`src/hw/rtl/lps_pkg.sv`:
```
// ----------------------------------------------------------------------------
// lps_pkg
// Shared constants and types of the five-point laplacian stencil block:
// grid limits, arithmetic widths, register indexes and inter-module structs.
// ----------------------------------------------------------------------------
package lps_pkg;

  // grid and data geometry
  localparam int MAX_COLS  = 1024;
  localparam int COL_W     = $clog2(MAX_COLS);
  localparam int NCOL_W    = 11;
  localparam int ROW_W     = 16;
  localparam int DATA_W    = 32;
  localparam int FRAC_W    = 16;

  // stencil arithmetic widths
  localparam int SUM_W     = DATA_W + 3;
  localparam int LO_W      = 17;
  localparam int HI_W      = SUM_W - LO_W;
  localparam int PHI_W     = DATA_W + HI_W;
  localparam int PLO_W     = DATA_W + LO_W + 1;
  localparam int T_W       = DATA_W + SUM_W - FRAC_W;
  localparam int ACC_W     = T_W + 1;

  // output queue
  localparam int OQ_DEPTH  = 16;
  localparam int OQ_AW     = $clog2(OQ_DEPTH);
  localparam int CNT_W     = $clog2(OQ_DEPTH + 1);

  // configuration register indexes
  localparam int CFG_IDX_W = 2;
  localparam logic [CFG_IDX_W-1:0] CFG_NUM_ROWS = 2'd0;
  localparam logic [CFG_IDX_W-1:0] CFG_NUM_COLS = 2'd1;
  localparam logic [CFG_IDX_W-1:0] CFG_SCALE    = 2'd2;

  // register reset values and grid clamps
  localparam logic [ROW_W-1:0]  NUM_ROWS_RST = ROW_W'(3);
  localparam logic [NCOL_W-1:0] NUM_COLS_RST = NCOL_W'(3);
  localparam logic [DATA_W-1:0] SCALE_RST    = DATA_W'(65536);
  localparam logic [ROW_W-1:0]  NR_MIN       = ROW_W'(3);
  localparam logic [NCOL_W-1:0] NC_MIN       = NCOL_W'(3);
  localparam logic [NCOL_W-1:0] NC_MAX       = NCOL_W'(MAX_COLS);

  // line buffer access issued at accept
  typedef struct packed {
    logic              vld;
    logic [COL_W-1:0]  col;
    logic [DATA_W-1:0] smp;
    logic [DATA_W-1:0] acc;
  } lb_req_t;

  // line buffer read data, valid in the cycle after accept
  typedef struct packed {
    logic [DATA_W-1:0] centre;
    logic [DATA_W-1:0] right;
    logic [DATA_W-1:0] up;
    logic [DATA_W-1:0] accum;
    logic [DATA_W-1:0] left;
  } lb_rsp_t;

  // per-item control carried down the arithmetic pipe
  typedef struct packed {
    logic             vld;
    logic             has_b;
    logic             interior;
    logic             last;
    logic [ROW_W-1:0] row;
    logic [COL_W-1:0] col;
  } item_meta_t;

  // one result transaction
  typedef struct packed {
    logic [DATA_W-1:0] value;
    logic [ROW_W-1:0]  row;
    logic [COL_W-1:0]  col;
    logic              last;
  } out_item_t;

  // up to two results pushed per cycle
  typedef struct packed {
    logic      vld0;
    logic      vld1;
    out_item_t item0;
    out_item_t item1;
  } oq_push_t;

endpackage

```
`src/hw/rtl/lps_outq.sv`:
```
// ----------------------------------------------------------------------------
// lps_outq
// Result queue: takes up to two results per cycle, hands out one per
// transaction. Space is reserved by the top level before an item is taken.
// ----------------------------------------------------------------------------
module lps_outq import lps_pkg::*; (
  input  logic      clk,
  input  logic      rst_n,
  input  oq_push_t  push,
  input  logic      pop,
  output logic      head_vld,
  output out_item_t head
);

  out_item_t        q_mem [OQ_DEPTH];
  logic [OQ_AW-1:0] wptr_r;
  logic [OQ_AW-1:0] rptr_r;
  logic [CNT_W-1:0] count_r;
  logic [OQ_AW-1:0] wptr_p1;
  logic [OQ_AW-1:0] wptr_nxt;
  logic [CNT_W-1:0] count_nxt;

  assign wptr_p1   = wptr_r + OQ_AW'(1);
  assign wptr_nxt  = wptr_r + OQ_AW'({push.vld0, 1'b0} == 2'b10 ? 1 : 0)
                            + OQ_AW'(push.vld1);
  assign count_nxt = count_r + CNT_W'(push.vld0) + CNT_W'(push.vld1) - CNT_W'(pop);

  // queue storage
  always_ff @(posedge clk) begin
    if (push.vld0) begin
      q_mem[wptr_r] <= push.item0;
    end
    if (push.vld1) begin
      q_mem[wptr_p1] <= push.item1;
    end
  end

  // pointers and fill level
  always_ff @(posedge clk) begin
    if (!rst_n) begin
      wptr_r  <= '0;
      rptr_r  <= '0;
      count_r <= '0;
    end else begin
      wptr_r  <= wptr_nxt;
      count_r <= count_nxt;
      if (pop) begin
        rptr_r <= rptr_r + OQ_AW'(1);
      end
    end
  end

  assign head_vld = (count_r != '0);
  assign head     = q_mem[rptr_r];

endmodule

```
`config.mk`:
```
export PLATFORM = sky130hd
export DESIGN_NAME = lps_outq
export DESIGN_NICKNAME = d
export VERILOG_FILES = /design/src/hw/rtl/lps_pkg.sv /design/src/hw/rtl/lps_outq.sv
export SDC_FILE = /design/constraint.sdc
export NUM_CORES = 1
export LEC_CHECK = 0
export BUFFER_PORTS_ARGS = -buffer_cell sky130_fd_sc_hd__buf_2
export CAP_MARGIN = 5
export CORE_AREA = 2 2 286 288
export DETAILED_ROUTE_END_ITERATION = 8
export DIE_AREA = 0 0 288 290
export GPL_ROUTABILITY_DRIVEN = 1
export HOLD_SLACK_MARGIN = 0.08
export PLACE_DENSITY = 0.81
export SETUP_SLACK_MARGIN = 0.3
export SLEW_MARGIN = 10
export SYNTH_ARGS = -nofsm -noshare
export SYNTH_HDL_FRONTEND = slang
export SYNTH_SLANG_ARGS = --single-unit
```
`constraint.sdc`:
```
create_clock -name clk -period 8.7 [get_ports clk]
set_input_delay 1.74 -clock clk [delete_from_list [all_inputs] [get_ports clk]]
set_output_delay 1.74 -clock clk [all_outputs]
set_load 0.02 [all_outputs]
```
==> flow_metrics.py <==
metrics = {
    "power": {
        "p_seq_share_pct": 48.6,
        "ir_worst_vdd_uv": 137,
        "pwr-share-comb_pct": 13.3,
        "pwr-share-clk_pct": 38.2,
        "internal-power_uw": 8440,
        "p_sw_share_pct": 23.9,
        "leakage_component_of_the_power_uw": 0.0170,
        "pwr_density_cell_nw_per_um2": 211,
        "net-switching-power_uw": 2650,
    },
    "worst_hold_path": {
        "worstHoldStart": "rptr_r[3]",
        "hold_removal_path_class": "flop to flop",
        "min_to": "rptr_r[3]",
        "whs_path_depth": 2,
    },
    "sta": {
        "fmax_ghz": 0.188,
        "worst_pin_slew_ps": 1240,
        "fin_tns_setup_ps": 0,
        "timing.slew.headroom_pct": 16.8,
        "timing_max_transition_violations_final": 0,
        "grt_setup_unrepaired": "false",
        "fin_worst_skew_ps": 35.2,
        "timing.final.hold_violations": 0,
        "layout_worst_path_cycle_share_pct": 61.1,
        "hold_ws_ps": 532,
        "final-setup-viol-count": 0,
        "layout_setup_ws_ps": 3380,
        "period_minus_slack_ps": 5320,
    },
    "placement": {
        "hpwl_um": 64200,
        "post-place-cells": 3713,
        "place_ws_ps": 4000,
        "numPortBuffers": 182,
        "gpl.final_weighted_congestion": 0.810,
    },
    "clocking": {
        "cts.path.max_buffers": 3,
        "number_of_buffers_added_for_setup_after_cts": 0,
        "htree_levels": 3,
        "cts.reportedPaths.clkPinSlew_ps": 60,
        "cts_inserted_buffers": 97,
        "clock_tree_from_tritoncts": "built",
        "cts.hold.buffers_added": 0,
        "clock_sinks": 961,
        "cts_resized": 0,
        "cts_root_buf": "sky130_fd_sc_hd__clkbuf_16",
        "clk_latency_ps": 670,
    },
    "setup_path": {
        "critical_path.top_delay_family": "buffers and inverters",
        "crit_chain": "buf_12 > mux4_2 > a22oi_1 > nand2_1 > buf_2",
        "r2r_path_end": "q_mem[8][2]",
        "reg2reg_setup_slack_ps": 5040,
        "crit_path_start_kind": "flop",
        "worstPathBufferInverterCount": 2,
        "r2r_start": "wptr_r[2]",
        "r2r.worst_path.cells": 4,
        "cpMaxStageDelayCell": "sky130_fd_sc_hd__dfxtp_4",
        "critical_path_max_stage_delay_ps": 750,
        "worst_ep_arrival_time_ps": 3580,
        "worst-setup-path-type": "flop to output pin",
        "critical_path_capture_point_type": "output pin",
        "worstPathRequired_ps": 6960,
        "crit_fanout": 163,
    },
    "yosys": {
        "yosysSeqAreaShare_pct": 59.9,
        "yosys.area.top_type": "sky130_fd_sc_hd__edfxtp_1",
        "syn_area_per_cell_um2": 17.5,
        "yosys-top-cells-area": "sky130_fd_sc_hd__edfxtp_1 59%, sky130_fd_sc_hd__mux2_2 22%, sky130_fd_sc_hd__mux4_2 11%",
        "synth_top_area_share_pct": 59.2,
        "yosys_register_bits": 961,
        "ys.warnings.count": 0,
        "synth_area_um2": 47900,
        "yosys.cell_types.count": 39,
        "netlist_instances": 2728,
        "synth_fp_nets": 2861,
    },
    "global_route": {
        "use_met3_pct": 5.84,
        "grt_most_used_layer": "met2",
        "grt_use_total_pct": 29.9,
        "antenna_found_initial": 20,
        "grt_pass1_vias": 28400,
        "globalRouteMet2Util_pct": 48.5,
        "grt_first_pass_wirelength_um": 183000,
        "met1_usage_pct": 40.0,
        "global_route.overflow_total": 0,
        "largest_net_degree_at_the_start_of_global_routing": 164,
    },
    "floorplan": {
        "num_rows": 104,
        "initial_utilization_pct": 59.7,
        "placeable_core_area_um2": 80200,
        "fp.dieArea_um2": 83500,
        "top_ports": 183,
        "dieHeight_um": 290,
        "die_x_um": 288,
    },
    "route": {
        "viasPerCell": 6.91,
        "antenna_left": 0,
        "dr.first_iter.drc_count": 3024,
        "detail_route.first_pass.iterations": 5,
        "route.detailed.drc": 0,
        "route.final.wire_length_um": 124000,
        "drt-wirelength-per-cell_um": 31.7,
        "detailroute.via_count": 26900,
    },
    "cells_and_area": {
        "multi_input_comb_area_um2": 18000,
        "postLayoutCoreUtil_pct": 65.6,
        "final_cell_count_no_fill": 3900,
        "layout_common_cells": "944 x sky130_fd_sc_hd__edfxtp_1, 923 x sky130_fd_sc_hd__mux2_2, 236 x sky130_fd_sc_hd__mux4_2",
        "finalNetCount": 2886,
        "fraction_of_final_layout_cells_with_drive_strength_greater_than_1_pct": 55.9,
        "seqCellArea_um2": 28700,
        "fillers": 5370,
        "layout.cells.most_common": "sky130_fd_sc_hd__edfxtp_1",
        "flow.area_growth_from_synthesis_pct": 9.85,
    },
    "flow_run": {
        "max_cap_violations": 0,
    },
    "outcome": {
        "outcome": "complete, no violations",
    },
}
how the worst max path moves through the flow:
stage                     startpoint            end  slack, ps  depth (start not counted)
after floorplan            push[118]    q_mem[2][0]       1940                          4
after global placement     push[118]  q_mem[14][48]       3980                          6
after detailed placement   push[118]  q_mem[14][50]       4000                          6
after CTS                       flop        head[8]       3400                          5
after global routing            flop        head[6]       3360                          5
final                           flop        head[6]       3380                          5
Yosys cell counts:
cell	number
sky130_fd_sc_hd__edfxtp_1	944
sky130_fd_sc_hd__mux2_2	923
sky130_fd_sc_hd__mux4_2	236
sky130_fd_sc_hd__clkbuf_1	167
sky130_fd_sc_hd__a22oi_1	118
sky130_fd_sc_hd__buf_2	93
sky130_fd_sc_hd__nand2_1	65
sky130_fd_sc_hd__nor2_1	29
sky130_fd_sc_hd__buf_1	22
sky130_fd_sc_hd__mux2_4	20
sky130_fd_sc_hd__dfxtp_1	17
sky130_fd_sc_hd__inv_1	11
sky130_fd_sc_hd__buf_4	10
sky130_fd_sc_hd__buf_6	10
sky130_fd_sc_hd__ha_1	7
sky130_fd_sc_hd__nor3_1	6
sky130_fd_sc_hd__nor2b_1	5
sky130_fd_sc_hd__nand2b_1	4
sky130_fd_sc_hd__xnor2_1	4
sky130_fd_sc_hd__a21oi_1	3
sky130_fd_sc_hd__and2_1	3
sky130_fd_sc_hd__fa_1	3
sky130_fd_sc_hd__nand3_1	3
sky130_fd_sc_hd__nor2_4	3
sky130_fd_sc_hd__or3_1	3
sky130_fd_sc_hd__xor2_1	3
sky130_fd_sc_hd__mux2_1	2
sky130_fd_sc_hd__o21ai_0	2
sky130_fd_sc_hd__or4_1	2
sky130_fd_sc_hd__a21o_1	1
sky130_fd_sc_hd__a31oi_1	1
sky130_fd_sc_hd__and3_1	1
sky130_fd_sc_hd__mux2i_1	1
sky130_fd_sc_hd__nand4_1	1
sky130_fd_sc_hd__o21a_1	1
sky130_fd_sc_hd__o22ai_1	1
sky130_fd_sc_hd__or2_2	1
sky130_fd_sc_hd__or3_4	1
sky130_fd_sc_hd__or4b_2	1
state kept, by name, summed over array words and instances (netlist names), named ones only:
name	count
count_r	5
wptr_r	4
rptr_r	4
q_mem	944
metrics by stage:
stage	total power [uW]	area (um2)
2_1_floorplan	6480	47900
3_3_place_gp	6880	49400
3_5_place_dp	6940	49400
4_1_cts	11100	52500
5_1_grt	11400	52600
6_report	11100	52600
per-layer routing:
layer  share of wire, %  wire [um]
met5              0.049         60
met4                3.3       4100
met3                9.5      11800
met2                 50      61500
met1                 37      46100
power groups by stage:
stage	clock network [uW]	registers, uW	logic (uW)
detailed placement	0	5480	1460
CTS	4260	5380	1470
global placement	0	5470	1410
floorplan	0	5460	1020
global route	4440	5400	1560
finish	4230	5380	1470
worst reg2reg max path: stages (launching register included):
cell                       delay (ps)
sky130_fd_sc_hd__dfxtp_1          670
sky130_fd_sc_hd__nand2b_1         580
sky130_fd_sc_hd__nor2_4           950
sky130_fd_sc_hd__buf_4            760
sky130_fd_sc_hd__mux2_2           430
cell families after synthesis:
logic type | Yosys count | synth area share [%]
xor+xnor | 7 | 0.128
mux | 1182 | 33.5
flops | 961 | 59.9
simple gates | 128 | 1.21
fa+ha+maj | 10 | 0.308
buf+inv | 313 | 2.93
compound gates | 127 | 1.96
area by class of cell:
type / instances / area share [%]
Tap cell: 1060 / 2.52
Clock inverter: 62 / 1.31
Clock buffer: 108 / 4.70
Antenna cell: 16 / 0.0762
Timing Repair Buffer: 228 / 2.48
Inverter: 11 / 0.0785
Sequential cell: 961 / 54.6
Multi-Input combinational cell: 1454 / 34.3
(Power assumes the default switching activity.)
