$ cat src/hw/rtl/lps_pkg.sv
// ----------------------------------------------------------------------------
// lps_pkg
// Shared constants and types of the five-point laplacian stencil block:
// grid limits, arithmetic widths, register indexes and inter-module structs.
// ----------------------------------------------------------------------------
package lps_pkg;

  // grid and data geometry
  localparam int MAX_COLS  = 1024;
  localparam int COL_W     = $clog2(MAX_COLS);
  localparam int NCOL_W    = 11;
  localparam int ROW_W     = 16;
  localparam int DATA_W    = 32;
  localparam int FRAC_W    = 16;

  // stencil arithmetic widths
  localparam int SUM_W     = DATA_W + 3;
  localparam int LO_W      = 17;
  localparam int HI_W      = SUM_W - LO_W;
  localparam int PHI_W     = DATA_W + HI_W;
  localparam int PLO_W     = DATA_W + LO_W + 1;
  localparam int T_W       = DATA_W + SUM_W - FRAC_W;
  localparam int ACC_W     = T_W + 1;

  // output queue
  localparam int OQ_DEPTH  = 16;
  localparam int OQ_AW     = $clog2(OQ_DEPTH);
  localparam int CNT_W     = $clog2(OQ_DEPTH + 1);

  // configuration register indexes
  localparam int CFG_IDX_W = 2;
  localparam logic [CFG_IDX_W-1:0] CFG_NUM_ROWS = 2'd0;
  localparam logic [CFG_IDX_W-1:0] CFG_NUM_COLS = 2'd1;
  localparam logic [CFG_IDX_W-1:0] CFG_SCALE    = 2'd2;

  // register reset values and grid clamps
  localparam logic [ROW_W-1:0]  NUM_ROWS_RST = ROW_W'(3);
  localparam logic [NCOL_W-1:0] NUM_COLS_RST = NCOL_W'(3);
  localparam logic [DATA_W-1:0] SCALE_RST    = DATA_W'(65536);
  localparam logic [ROW_W-1:0]  NR_MIN       = ROW_W'(3);
  localparam logic [NCOL_W-1:0] NC_MIN       = NCOL_W'(3);
  localparam logic [NCOL_W-1:0] NC_MAX       = NCOL_W'(MAX_COLS);

  // line buffer access issued at accept
  typedef struct packed {
    logic              vld;
    logic [COL_W-1:0]  col;
    logic [DATA_W-1:0] smp;
    logic [DATA_W-1:0] acc;
  } lb_req_t;

  // line buffer read data, valid in the cycle after accept
  typedef struct packed {
    logic [DATA_W-1:0] centre;
    logic [DATA_W-1:0] right;
    logic [DATA_W-1:0] up;
    logic [DATA_W-1:0] accum;
    logic [DATA_W-1:0] left;
  } lb_rsp_t;

  // per-item control carried down the arithmetic pipe
  typedef struct packed {
    logic             vld;
    logic             has_b;
    logic             interior;
    logic             last;
    logic [ROW_W-1:0] row;
    logic [COL_W-1:0] col;
  } item_meta_t;

  // one result transaction
  typedef struct packed {
    logic [DATA_W-1:0] value;
    logic [ROW_W-1:0]  row;
    logic [COL_W-1:0]  col;
    logic              last;
  } out_item_t;

  // up to two results pushed per cycle
  typedef struct packed {
    logic      vld0;
    logic      vld1;
    out_item_t item0;
    out_item_t item1;
  } oq_push_t;

endpackage

$ cat src/hw/rtl/lps_stencil.sv
// ----------------------------------------------------------------------------
// lps_stencil
// Arithmetic pipe: stencil sum, split scale multiply, Q16.16 shift,
// accumulate and saturate. Boundary points give zero.
// ----------------------------------------------------------------------------
module lps_stencil import lps_pkg::*; (
  input  logic                     clk,
  input  logic                     rst_n,
  input  logic signed [DATA_W-1:0] scale,
  input  item_meta_t               meta_in,
  input  lb_rsp_t                  rsp,
  input  logic [DATA_W-1:0]        down,
  output item_meta_t               meta_out,
  output logic [DATA_W-1:0]        value_out
);

  logic signed [SUM_W-1:0]  sum_b;
  item_meta_t               c_meta_r;
  logic signed [SUM_W-1:0]  c_sum_r;
  logic signed [DATA_W-1:0] c_acc_r;

  logic signed [PHI_W-1:0]  p_hi;
  logic signed [PLO_W-1:0]  p_lo;
  item_meta_t               d_meta_r;
  logic signed [PHI_W-1:0]  d_hi_r;
  logic signed [PLO_W-1:0]  d_lo_r;
  logic signed [DATA_W-1:0] d_acc_r;

  logic signed [PLO_W-1:0]  lo_sh;
  logic signed [T_W-1:0]    t_d;
  item_meta_t               e_meta_r;
  logic signed [T_W-1:0]    e_t_r;
  logic signed [DATA_W-1:0] e_acc_r;

  logic signed [ACC_W-1:0]  total;
  logic [DATA_W-1:0]        sat_val;
  item_meta_t               f_meta_r;
  logic [DATA_W-1:0]        f_value_r;

  // four times centre minus the four neighbours, exact
  assign sum_b = (SUM_W'($signed(rsp.centre)) <<< 2)
               - SUM_W'($signed(rsp.up))
               - SUM_W'($signed(down))
               - SUM_W'($signed(rsp.left))
               - SUM_W'($signed(rsp.right));

  // partial products of scale times sum
  assign p_hi = scale * $signed(c_sum_r[SUM_W-1:LO_W]);
  assign p_lo = scale * $signed({1'b0, c_sum_r[LO_W-1:0]});

  // floor of product over 2^16: hi part is an exact multiple of 2^17
  assign lo_sh = d_lo_r >>> FRAC_W;
  assign t_d   = (T_W'(d_hi_r) <<< 1) + T_W'(lo_sh);

  // accumulate and saturate to data width
  assign total = ACC_W'(e_t_r) + ACC_W'(e_acc_r);

  always_comb begin
    if ((total[ACC_W-1:DATA_W-1] == '0) || (total[ACC_W-1:DATA_W-1] == '1)) begin
      sat_val = total[DATA_W-1:0];
    end else if (total[ACC_W-1]) begin
      sat_val = {1'b1, {(DATA_W-1){1'b0}}};
    end else begin
      sat_val = {1'b0, {(DATA_W-1){1'b1}}};
    end
  end

  // pipe valid bits
  always_ff @(posedge clk) begin
    if (!rst_n) begin
      c_meta_r.vld <= 1'b0;
      d_meta_r.vld <= 1'b0;
      e_meta_r.vld <= 1'b0;
      f_meta_r.vld <= 1'b0;
    end else begin
      c_meta_r.vld <= meta_in.vld;
      d_meta_r.vld <= c_meta_r.vld;
      e_meta_r.vld <= d_meta_r.vld;
      f_meta_r.vld <= e_meta_r.vld;
    end
  end

  // pipe payload
  always_ff @(posedge clk) begin
    c_meta_r.has_b    <= meta_in.has_b;
    c_meta_r.interior <= meta_in.interior;
    c_meta_r.last     <= meta_in.last;
    c_meta_r.row      <= meta_in.row;
    c_meta_r.col      <= meta_in.col;
    c_sum_r           <= sum_b;
    c_acc_r           <= $signed(rsp.accum);

    d_meta_r.has_b    <= c_meta_r.has_b;
    d_meta_r.interior <= c_meta_r.interior;
    d_meta_r.last     <= c_meta_r.last;
    d_meta_r.row      <= c_meta_r.row;
    d_meta_r.col      <= c_meta_r.col;
    d_hi_r            <= p_hi;
    d_lo_r            <= p_lo;
    d_acc_r           <= c_acc_r;

    e_meta_r.has_b    <= d_meta_r.has_b;
    e_meta_r.interior <= d_meta_r.interior;
    e_meta_r.last     <= d_meta_r.last;
    e_meta_r.row      <= d_meta_r.row;
    e_meta_r.col      <= d_meta_r.col;
    e_t_r             <= t_d;
    e_acc_r           <= d_acc_r;

    f_meta_r.has_b    <= e_meta_r.has_b;
    f_meta_r.interior <= e_meta_r.interior;
    f_meta_r.last     <= e_meta_r.last;
    f_meta_r.row      <= e_meta_r.row;
    f_meta_r.col      <= e_meta_r.col;
    f_value_r         <= e_meta_r.interior ? sat_val : '0;
  end

  assign meta_out  = f_meta_r;
  assign value_out = f_value_r;

endmodule

$ cat config.mk
export PLATFORM = sky130hd
export DESIGN_NAME = lps_stencil
export DESIGN_NICKNAME = d
export VERILOG_FILES = /design/src/hw/rtl/lps_pkg.sv /design/src/hw/rtl/lps_stencil.sv
export SDC_FILE = /design/constraint.sdc
export NUM_CORES = 2
export LEC_CHECK = 0
export BUFFER_PORTS_ARGS = -buffer_cell sky130_fd_sc_hd__buf_2
export CAP_MARGIN = 20
export CORE_AREA = 8 8 351 268
export CTS_BUF_LIST = sky130_fd_sc_hd__clkbuf_8 sky130_fd_sc_hd__clkbuf_16
export CTS_CLUSTER_DIAMETER = 150
export DETAILED_ROUTE_END_ITERATION = 16
export DIE_AREA = 0 0 359 276
export MAX_ROUTING_LAYER = met4
export PLACE_DENSITY = 0.83
export SLEW_MARGIN = 40
export SYNTH_ARGS = -nofsm -noshare
export SYNTH_HDL_FRONTEND = slang
export SYNTH_SLANG_ARGS = --single-unit
$ cat constraint.sdc
create_clock -name clk -period 10.5 [get_ports clk]
set_clock_uncertainty 0.2 [all_clocks]
set_input_delay 2.1 -clock clk [delete_from_list [all_inputs] [get_ports clk]]
set_output_delay 2.1 -clock clk [all_outputs]
set_load 0.02 [all_outputs]
==> results by group <==
Status
  • Outcome: completed

Floorplanning
  • Die H: 276 um
  • IO Count: 318
  • Core area: 0.0886 mm2
  • Die width: 359 um
  • Die area: 0.0991 mm2
  • Row Count: 95
  • Initial Util: 0.633

Timing
  • Hold Fails Final Rpt: 0
  • Period utilization: 0.886
  • Setup violators final: 0
  • Max Freq: 107 MHz
  • Setup TNS: 0 ns
  • Relative slew slack: 0.384
  • Max-slew violations: 0
  • Unrepaired setup endpoints after global routing: false
  • Measured slew at the worst slew-check pin: 0.924 ns
  • Tmin final: 9.31 ns

Critical path
  • Reg2Reg Depth: 26
  • Crit path max fanout: 35
  • Worst path slowest cell: o21ai_0
  • R2R Path End: d_hi_r[48]
  • Worst path most repeated cell: fa_1
  • Delay of the slowest cell on the worst path: 0.64 ns
  • CP startpoint kind: input pin
  • Critical path type: in -> reg
  • Worst EP required: 10.80 ns
  • CP endpoint kind: register
  • Reg2reg setup slack: 2.16 ns
  • CP arrival: 9.61 ns
  • Worst R2R Start: c_sum_r[23]

Logic synthesis
  • Syn nets: 7806
  • Cell accounting for the most synthesized area: fa_1
  • Synthesized area: 0.0561 mm2
  • Top FF cell, synth: dfxtp_1
  • Cells after Synth: 6006
  • Post-synthesis sequential area ratio: 0.149
  • #FFs+latches synth: 418
  • Largest cells by area after synthesis: fa_1 (42%), dfxtp_1 (15%), inv_1 (9.0%)
  • Post-synth top area share: 0.418
  • Post-Syn Area per Cell: 9.34 um2
  • YS warnings: 0
  • Ys async rst share: 0
  • Yosys cell types: 74
  • Most numerous cell in the Yosys netlist: inv_1
  • EDFF count, synth: 0
  • Synth top cells by count: inv_1 (1345), fa_1 (1171), nand2_1 (774), and2_1 (430), dfxtp_1 (418)

Clock tree
  • H-tree depth: 2
  • Clock Pin Slew Worst Setup and Hold Paths: 0.06 ns
  • CTS Buf Count: 43
  • Clk sinks: 418
  • CTS tree: done
  • Post-cts hold buffer count: 0
  • Clk buf depth: 3
  • Clk_lat worst skew: 0.62 ns
  • Post_cts resized: 0
  • Root buf cell: clkbuf_16
  • Setup Buffers After CTS: 0

Cells and area
  • Layout cell share with drive strength beyond 1: 0.0791
  • Final Cell Area: 0.0603 mm2
  • P&R area growth vs syn: 7.55%
  • Fin util: 0.681
  • Nets: 7985
  • Final Non-Filler Cells: 7394
  • Filler cell count in the final layout: 6717

GRT
  • Initial antenna violation count: 11
  • Total grt overflow: 0
  • Total track usage: 0.294
  • Largest net degree at the start of global routing: 36
  • Number of global-route vias before repair: 44.9k
  • First-pass GRT wire length: 230000 um

Placement
  • Routability Congestion: 0.959
  • Placed cells: 7303
  • I/O Buffers: 317
  • Placed Area: 0.0587 mm2
  • Hpwl dp: 113000 um

Routing
  • Routed WL per cell: 19.0 um
  • Final ANT Viol Nets: 0
  • Initial DRC Count: 3387
  • Vias/cell: 5.60
  • Wirelength, routed: 140000 um
  • DR vias: 41.4k
  • # DRC: 0
  • DRT Pass-1 Iters: 6

Min path
  • Worst Hold End: e_meta_r[24]
  • Hold path depth: 0
  • Hold_sp: d_meta_r[24]
  • Worst min path class: reg -> reg

Flow run
  • Max cap viols: 0
## per-layer routing
metal,vias up,wire length [um],GRT usage
met5,-,0,-
met4,0,6390,0.117
met3,406,14400,0.0706
met2,1924,65900,0.471
met1,20700,53400,0.362
li1,18400,-,-
## cell type report
class / instances / area [um2] / area share
Inverter: 1346 / 5050 / 0.0838
Tap cell: 1164 / 1460 / 0.0242
Sequential cell: 418 / 8390 / 0.139
Multi-Input combinational cell: 3993 / 41700 / 0.692
Clock inverter: 32 / 424 / 0.00703
Clock buffer: 46 / 1120 / 0.0185
Antenna cell: 12 / 30.0 / 0.000498
Timing Repair Buffer: 383 / 2110 / 0.0350
## sequential cells by signal (all words and copies together) (netlist names)
register and cells:
d_meta_r 30, d_acc_r 32, d_lo_r 34, meta_out 30, e_acc_r 32, e_meta_r 30, c_sum_r 35, value_out 32
c_acc_r 32, d_hi_r 50, e_t_r 51, c_meta_r 30
## logic make-up after synthesis
group                      after synthesis  synth area share
AOI/OAI and AO/OA                      644            0.0759
adders and majority gates             1544             0.501
xor gates and xnor gates               182            0.0284
buffers and inverters                 1595             0.107
muxes                                    5          0.000960
and+or+nand+nor                       1618             0.137
DFF                                    418             0.149
## cell usage in the layout (no fill, tap or decap), drive strengths merged, types with 8 or more instances in the layout
cell     instances
a2111oi          8
a211oi          22
a21o           104
a21oi          175
a22oi           33
a31oi           12
and2           430
and3            22
buf            383
clkbuf          46
clkinv          12
dfxtp          418
diode           12
fa            1171
ha             373
inv           1357
nand2          774
nand2b          40
nand3           43
nand4           28
nor2           168
nor2b           23
nor3            42
nor4            11
o211ai          13
o21a            47
o21ai          112
o21bai          35
o31ai           10
or2              8
or3             10
xnor2          129
xor2            53
## worst max-delay path: cells and delay by family
| kind | cells | cell delay [ns] |
|---|---|---|
| AND/OR/NAND/NOR | 3 | 0.45 |
| buffers and inverters | 6 | 1.06 |
| adder cells (fa/ha/maj) | 7 | 3.19 |
| AO/OA/AOI/OAI | 10 | 2.77 |
## worst max path at each step
stage / startpoint / endpoint / slack (ns) / cells past startpoint
after floorplan: scale[12] / d_lo_r[47] / 1.43 / 25
after global placement: scale[9] / d_hi_r[48] / 0.90 / 26
after detailed placement: scale[9] / d_hi_r[48] / 0.77 / 26
after CTS: scale[9] / d_hi_r[48] / 1.37 / 26
after global routing: scale[9] / d_hi_r[48] / 0.64 / 26
final: scale[9] / d_hi_r[48] / 1.19 / 26
## through the flow
stage	setup WS (ns)	hold WS, ns
2_1_floorplan	1.43	0.110
3_3_place_gp	0.903	0.110
3_5_place_dp	0.770	0.112
4_1_cts	1.37	0.121
5_1_grt	0.641	0.130
6_report	1.19	0.124
Power is left out: the tool's default activity adds up to more than one toggle a clock period on the data nets, which glitch-free logic cannot reach.
